==> config.mk <==
export PLATFORM = sky130hd
export DESIGN_NAME = jacobi_symbol
export DESIGN_NICKNAME = d
export VERILOG_FILES = /design/src/sv/js_pkg.sv /design/src/sv/jacobi_symbol.sv /design/src/sv/js_ctrl.sv /design/src/sv/js_datapath.sv
export SDC_FILE = /design/constraint.sdc
export NUM_CORES = 1
export LEC_CHECK = 0
export ABC_AREA = 1
export BUFFER_PORTS_ARGS = -buffer_cell sky130_fd_sc_hd__buf_2
export CAP_MARGIN = 10
export CORE_MARGIN = 2
export CORE_UTILIZATION = 30
export DETAILED_ROUTE_END_ITERATION = 8
export PLACE_DENSITY = 0.54
export RECOVER_POWER = 50
export SLEW_MARGIN = 20
export SYNTH_ARGS = -nofsm -noshare
export SYNTH_HDL_FRONTEND = slang
export SYNTH_SLANG_ARGS = --single-unit
==> constraint.sdc <==
create_clock -name clk_i -period 10.01 [get_ports clk_i]
set_clock_uncertainty 0.1 [all_clocks]
set_input_delay 1.5015 -clock clk_i [delete_from_list [all_inputs] [get_ports clk_i]]
set_output_delay 1.5015 -clock clk_i [all_outputs]
set_load 0.005 [all_outputs]
==> src/sv/js_pkg.sv <==
// shared types and constants for the jacobi symbol unit
package js_pkg;

  localparam int unsigned DATA_WIDTH = 64;

  localparam logic signed [1:0] SYM_ZERO = 2'sb00;
  localparam logic signed [1:0] SYM_POS  = 2'sb01;
  localparam logic signed [1:0] SYM_NEG  = 2'sb11;

  typedef enum logic [1:0] {
    ST_IDLE,
    ST_RUN,
    ST_DONE
  } js_state_e;

  typedef struct packed {
    logic load;
    logic step;
    logic finish;
  } js_cmd_t;

  typedef struct packed {
    logic done;
  } js_status_t;

endpackage

==> src/sv/jacobi_symbol.sv <==
// jacobi symbol unit: top level joining sequencer and datapath
// a new item is taken only while idle, after the previous result has been shown
// the single subtract-and-shift step is reused for every iteration of the loop
// done_o strobes for one cycle; the receiver cannot stall, busy drops right after
// reset clears the sequencer to idle and sets the modulus register to 3
module jacobi_symbol import js_pkg::*; (
  input  logic                  clk_i,
  input  logic                  rst_ni,
  input  logic                  start,
  output logic                  busy,
  input  logic [DATA_WIDTH-1:0] value_i,
  input  logic                  modulus_we_i,
  input  logic [DATA_WIDTH-1:0] modulus_i,
  output logic                  done_o,
  output logic signed [1:0]     symbol_o,
  output logic                  bad_modulus_o
);

  js_cmd_t    cmd;
  js_status_t status;

  js_ctrl u_ctrl (
    .clk_i    (clk_i),
    .rst_ni   (rst_ni),
    .start    (start),
    .status_i (status),
    .cmd_o    (cmd),
    .busy     (busy),
    .done_o   (done_o)
  );

  js_datapath u_datapath (
    .clk_i         (clk_i),
    .rst_ni        (rst_ni),
    .modulus_we_i  (modulus_we_i),
    .modulus_i     (modulus_i),
    .value_i       (value_i),
    .cmd_i         (cmd),
    .status_o      (status),
    .symbol_o      (symbol_o),
    .bad_modulus_o (bad_modulus_o)
  );

`ifndef SYNTHESIS
  a_done_single : assert property (@(posedge clk_i) disable iff (!rst_ni)
    done_o |=> !done_o)
    else $error("done strobe longer than one cycle");

  a_done_busy : assert property (@(posedge clk_i) disable iff (!rst_ni)
    done_o |-> busy)
    else $error("result shown while idle");

  a_bad_zero : assert property (@(posedge clk_i) disable iff (!rst_ni)
    (done_o && bad_modulus_o) |-> (symbol_o == SYM_ZERO))
    else $error("nonzero symbol with even modulus");

  a_sym_code : assert property (@(posedge clk_i) disable iff (!rst_ni)
    done_o |-> (symbol_o != 2'sb10))
    else $error("illegal symbol code");

  a_start_run : assert property (@(posedge clk_i) disable iff (!rst_ni)
    (start && !busy) |=> (busy && !done_o))
    else $error("accepted item did not start the loop");
`endif

endmodule

==> src/sv/js_ctrl.sv <==
// sequencer for the jacobi symbol reduction loop
module js_ctrl import js_pkg::*; (
  input  logic       clk_i,
  input  logic       rst_ni,
  input  logic       start,
  input  js_status_t status_i,
  output js_cmd_t    cmd_o,
  output logic       busy,
  output logic       done_o
);

  js_state_e state_q, state_d;

  always_ff @(posedge clk_i or negedge rst_ni) begin
    if (!rst_ni) begin
      state_q <= ST_IDLE;
    end else begin
      state_q <= state_d;
    end
  end

  always_comb begin
    state_d = state_q;
    cmd_o   = '0;
    busy    = 1'b1;
    done_o  = 1'b0;
    case (state_q)
      ST_IDLE: begin
        busy = 1'b0;
        if (start) begin
          cmd_o.load = 1'b1;
          state_d    = ST_RUN;
        end
      end
      ST_RUN: begin
        if (status_i.done) begin
          cmd_o.finish = 1'b1;
          state_d      = ST_DONE;
        end else begin
          cmd_o.step = 1'b1;
        end
      end
      ST_DONE: begin
        done_o  = 1'b1;
        state_d = ST_IDLE;
      end
      default: begin
        state_d = ST_IDLE;
      end
    endcase
  end

endmodule

==> src/sv/js_datapath.sv <==
// operand registers and binary jacobi reduction step
module js_datapath import js_pkg::*; (
  input  logic                  clk_i,
  input  logic                  rst_ni,
  input  logic                  modulus_we_i,
  input  logic [DATA_WIDTH-1:0] modulus_i,
  input  logic [DATA_WIDTH-1:0] value_i,
  input  js_cmd_t               cmd_i,
  output js_status_t            status_o,
  output logic signed [1:0]     symbol_o,
  output logic                  bad_modulus_o
);

  logic [DATA_WIDTH-1:0] modulus_q;
  logic [DATA_WIDTH-1:0] a_q, a_d;
  logic [DATA_WIDTH-1:0] n_q, n_d;
  logic                  neg_q, neg_d;
  logic                  bad_q;
  logic signed [1:0]     sym_q;
  logic                  badout_q;
  logic [DATA_WIDTH:0]   a_minus_n;
  logic [DATA_WIDTH-1:0] n_minus_a;
  logic                  n_is_one;

  always_ff @(posedge clk_i or negedge rst_ni) begin
    if (!rst_ni) begin
      modulus_q <= DATA_WIDTH'(3);
    end else if (modulus_we_i) begin
      modulus_q <= modulus_i;
    end
  end

  assign a_minus_n = {1'b0, a_q} - {1'b0, n_q};
  assign n_minus_a = n_q - a_q;
  assign n_is_one  = (n_q == DATA_WIDTH'(1));

  always_comb begin
    a_d   = a_q;
    n_d   = n_q;
    neg_d = neg_q;
    if (!a_q[0]) begin
      // strip a factor of two, (2/n) is -1 for n = 3 or 5 mod 8
      a_d = a_q >> 1;
      if (n_q[2:0] == 3'd3 || n_q[2:0] == 3'd5) begin
        neg_d = ~neg_q;
      end
    end else if (!a_minus_n[DATA_WIDTH]) begin
      a_d = a_minus_n[DATA_WIDTH-1:0];
    end else begin
      // a < n, both odd: swap by reciprocity and subtract
      a_d = n_minus_a;
      n_d = a_q;
      if (a_q[1:0] == 2'd3 && n_q[1:0] == 2'd3) begin
        neg_d = ~neg_q;
      end
    end
  end

  always_ff @(posedge clk_i) begin
    if (cmd_i.load) begin
      a_q   <= value_i;
      n_q   <= modulus_q;
      neg_q <= 1'b0;
      bad_q <= ~modulus_q[0];
    end else if (cmd_i.step) begin
      a_q   <= a_d;
      n_q   <= n_d;
      neg_q <= neg_d;
    end
    if (cmd_i.finish) begin
      badout_q <= bad_q;
      if (!bad_q && n_is_one) begin
        sym_q <= neg_q ? SYM_NEG : SYM_POS;
      end else begin
        sym_q <= SYM_ZERO;
      end
    end
  end

  assign status_o.done = bad_q | (a_q == '0);
  assign symbol_o      = sym_q;
  assign bad_modulus_o = badout_q;

endmodule
Word level (Yosys, flattened, before mapping)
Index checks and enable logic that the tools add are counted.
{"block": "totals", "register_bits": 199, "out_inout_bits": 5, "word_cells": 60}
{"block": "classes", "n_addsub": 2, "eq_ne": 11, "n_mux": 23, "bitwise_logic": 3, "reduce_logical": 13}
{"operator": "64-bit 2-to-1 mux", "n": 8}
{"operator": "64-bit by 64-bit subtractor with 65-bit output", "n": 1}
{"operator": "64-bit by 1-bit == test with 1-bit output (second input constant)", "n": 1}
{"operator": "64-bit logical NOT", "n": 1}
{"operator": "64-bit subtractor", "n": 1}
{"operator": "1-bit 2-to-1 mux", "n": 10}
{"operator": "2-bit 2-to-1 mux", "n": 4}
{"operator": "2-bit != test (second input constant)", "n": 4}
{"operator": "2-bit nonzero test", "n": 4}
{"operator": "2-bit == test (second input constant)", "n": 3}
{"operator": "2-bit one-hot mux with 2 select lines", "n": 1}
{"operator": "4-bit AND reduction", "n": 1}
{"operator": "3-bit by 2-bit == test with 1-bit output (second input constant)", "n": 1}
{"operator": "3-bit == test (second input constant)", "n": 1}
{"operator": "3-bit AND reduction", "n": 1}
{"operator": "2-bit by 1-bit == test with 1-bit output (second input constant)", "n": 1}
{"operator": "1-bit logical AND", "n": 2}
{"operator": "2-bit logical NOT", "n": 1}
{"operator": "1-bit inverter", "n": 2}
{"operator": "2-bit AND reduction", "n": 1}
{"operator": "1-bit logical NOT", "n": 1}
{"operator": "1-bit logical OR", "n": 1}
{"operator": "1-bit OR", "n": 1}

Depth between registers and ports, before layout
{"block": "logic_depth", "ltp_word": 6, "mapped_depth": 21, "ltp_nobuf": 20}

Hierarchy
A second synthesis with hierarchy kept.
{"block": "unflattened", "cells_unflattened": 3436, "area_unflattened_um2": 20674.8}
{"mod": "js_datapath", "n_inst": 1, "cells_per_inst": 3421, "area_each_um2": 20572.2, "seq_area_each_um2": 5587.9}
{"mod": "js_ctrl", "n_inst": 1, "cells_per_inst": 15, "area_each_um2": 102.6, "seq_area_each_um2": 50.0}

Worst setup path before layout
OpenSTA, ideal clock, no wires.
{"block": "synth_path", "kind": "register -> register", "start": "register u_datapath.a_q[0]", "end": "register u_datapath.n_q[0], enable pin", "t_arrival_ns": 6.288, "required_time_ns": 9.336, "path_slack_ns": 3.048, "stages_incl_launch_ff": 17, "path_buffers": 0, "path_cell_list": "edfxtp_1 inv_2 nand2_1 inv_1 fa_1 inv_1 nand3_1 nand2_2 nand2_1 nand2_1 nand3_1 nand2_2 nand2_1 nand2_2 nand2_4 nand3_1 o21ai_0"}
{"block": "synth_via", "elab_chain_len": 6, "word_cells_on_any_way": 9}
{"item": "start, declared", "line": "js_datapath.sv:15", "rtl": "logic [DATA_WIDTH-1:0] a_q, a_d;"}
{"item": "start signal, assigned", "line": "js_datapath.sv:61", "rtl": "a_q <= value_i;"}
{"item": "branches (longest 5 deep; another with 64-bit by 64-bit subtractor with 65-bit output)"}
{"item": "3-bit AND reduction (no line) (*)"}
{"item": "end signal, assigned", "line": "js_datapath.sv:62", "rtl": "n_q <= modulus_q;"}
{"item": "end signal, assigned", "line": "js_datapath.sv:67", "rtl": "n_q <= n_d;"}
{"item": "end, declared", "line": "js_datapath.sv:16", "rtl": "logic [DATA_WIDTH-1:0] n_q, n_d;"}
Mark *: on every way between the ends.
A chain may end at the register's enable or synchronous reset.

Worst setup path after layout
{"block": "layout_path", "start": "register u_datapath.a_q[0]", "end": "register u_datapath.n_q[45], enable pin"}
Same word-level chain as after synthesis.

==> qor.yml <==
job:
  drv_cap: 6
min_path:
  min_path_type: "reg -> reg"
  holdPathStages: 0
detailed_routing:
  final_antenna_net_count: 0
  via_count: 20600
  finalWirelength_mm: 82.9
  routed_via_density: 4.82
  drc: 0
  wl_per_cell_um: 19.4
  drt-initial-drc-count: 1666
  first_pass_iters: 5
final_layout:
  utilization_pct: 33.2
  instances_no_fill: 4278
  stdcell_area_sq_mm: 0.0223
  drive_gt1_share_pct: 8.88
  syn_to_final_growth_pct: 9.52
  fin_nets: 3648
logic_synthesis:
  yosysWarnings: 0
  synth_commonest_cells: "nand2_1, inv_1, a21oi_1, nand3_1, nor2_1"
  synthArstFlopShare_pct: 33.2
  ys_types: 46
  synth_most_common_cell: "nand2_1"
  synth_top_cell_area_share_pct: 26.6
  synth-edff-count: 132
  syn_area_sq_mm: 0.0204
  ys_ff_latch: 199
  ys_top_cells_by_area: "nand2_1, edfxtp_1, inv_1"
  synth_nets: 3582
  synth_cells: 3323
  synth_ff_type: "edfxtp_1"
  synth_area_per_cell_sq_um: 6.14
  synth_top_cell_by_area: "nand2_1"
  synth-seq-area-share_pct: 27.6
grt:
  grt_max_degree: 88
  track_usage_pct: 23.6
  grt_pass1_vias: 19800
  grt_pass1_wl_mm: 123
  antenna_found_initial: 2
  overflow: 0
clock_network:
  cts_resized: 0
  path_clk_slew_ps: 80
  clock_latency_ps: 510
  cts_tree: "built"
  cts_root_buffer: "clkbuf_16"
  cts.hold.buffers_added: 0
  cts_made_buffers: 17
  clockBufferDepth: 2
  clkSinkCount: 199
  cts_max_level: 4
  post_cts_buffers: 0
placement:
  dpl_cell_area_sq_mm: 0.0218
  dpl.hpwl_mm: 68.3
  dpl.cell_count: 4243
  io_buffers: 136
  gp_congestion: 1.02
floorplan:
  start_util_pct: 30.3
  rows: 95
  die_h_um: 265
  boundaryPins: 137
  dieArea_sq_mm: 0.0701
  fp.coreArea_sq_mm: 0.0673
  die_w_um: 265
timing:
  finalHoldViolCount: 0
  final_min_period_over_clock_period_pct: 68.5
  tightestPinTransition_ps: 2770
  setup_viol_count_final: 0
  drv_slew: 250
  slew_headroom_pct: -84.9
  fin_tns_setup_ps: 0
  fmax_mhz: 146
  rsz0062_at_grt: "false"
  period_needed_ps: 6860
critical_path:
  reg2reg_depth: 8
  critPathMaxFanout: 40
  rrSetupSlack_ps: 3150
  cp.required_ps: 10050
  crit_path_end_kind: "flop"
  path_class: "reg -> reg"
  cp_cell_sequence: "clkbuf_1 -> nor4_1 -> nand4_1 -> nor2_1 -> nand2_1 -> nand3_1 -> o21ai_0 -> buf_4"
  slowest_delay_ps: 2020
  critPathLaunchType: "flop"
  cp_slowest_cell: "o21ai_0"
  cp.arrival_ps: 6900
run_status:
  status: "complete, but fails checks"
  violations: "max-capacitance violations, max-slew violations"
## path summary, 6_finish.rpt
| check | from | to |
|---|---|---|
| worst max-delay path | u_datapath.a_q[0] | u_datapath.n_q[45] |
| worst min-delay path | u_datapath.bad_q | u_datapath.bad_modulus_o |
| worst max register to register | u_datapath.a_q[0] | u_datapath.n_q[45] |
| worst min register to register | u_datapath.bad_q | u_datapath.bad_modulus_o |
| max in group asynchronous | rst_ni | u_datapath.modulus_q[45] |
| min in group asynchronous | rst_ni | u_datapath.modulus_q[20] |
## state kept, by name, summed over array words and instances, names as in the netlist
signal                    cells
u_datapath.a_q               64
u_datapath.modulus_q         64
u_datapath.n_q               64
u_ctrl.state_q                2
u_datapath.symbol_o           2
u_datapath.bad_modulus_o      1
u_datapath.bad_q              1
u_datapath.neg_q              1
## routing by layer
metal | track usage, % | routed length (um)
met4 | 7.53 | 2440
met1 | 33.3 | 39200
met3 | 3.24 | 5020
met5 | 0 | 0
met2 | 37.3 | 36200
## worst max-delay path, delay by kind of cell, from the launching register on
family,cells,cell delay (ps)
buffers and inverters,2,2670
DFF,1,370
AOI/OAI and AO/OA,1,2020
and+or+nand+nor,5,1260
## through the flow
stage          worst slack (ps)  hold WS (ps)
6_report                   3150           386
5_1_grt                    3230           402
4_1_cts                    5850           394
3_5_place_dp               5790           363
3_3_place_gp               5620           372
2_1_floorplan              3050           326
## cell usage in the layout (no fill, tap or decap), types with 3 or more instances in the layout
cell / synthesis / layout
nand2_1: 1448 / 1447
inv_1: 597 / 597
a21oi_1: 162 / 162
nand3_1: 162 / 162
nor2_1: 157 / 157
buf_2: 37 / 132
edfxtp_1: 132 / 132
ha_1: 125 / 125
o21ai_0: 85 / 85
xor2_1: 71 / 71
dfrtp_1: 64 / 64
mux2_2: 62 / 62
nand4_1: 41 / 41
inv_2: 21 / 21
nor4_1: 20 / 20
clkbuf_16: 0 / 18
nand2_2: 14 / 14
nor2_2: 14 / 14
nor3_1: 8 / 8
o21bai_1: 8 / 8
clkbuf_1: 28 / 7
buf_4: 11 / 5
a21oi_2: 4 / 4
inv_8: 0 / 4
diode_2: 0 / 3
nor2_4: 3 / 3
nor3_2: 3 / 3
clkinv_8: 0 / 3
inv_6: 0 / 3
## layout make-up
type                       instances  area (sq um)
multi-input combinational       2406         11900
inverter                         619          2330
clock inverter                    14           153
fill                            7674         44900
sequential                       199          5640
clock buffer                      18           450
timing repair buffer             146           757
antenna                            3          7.51
tap                              873          1090
## cell families (layout without fill, tap and decap cells)
kind of cell,Yosys count,in the layout,synth area share (%)
simple gates,1877,1877,37.1
fa+ha+maj,127,127,7.86
mux,62,62,3.42
compound gates,267,267,6.85
flops,199,199,27.6
buf+inv,718,797,14.0
xor+xnor,73,73,3.13
other cells,0,3,0
Power is not shown: default switching activity piles up to over one toggle a cycle in this logic, so the estimate is an artifact.
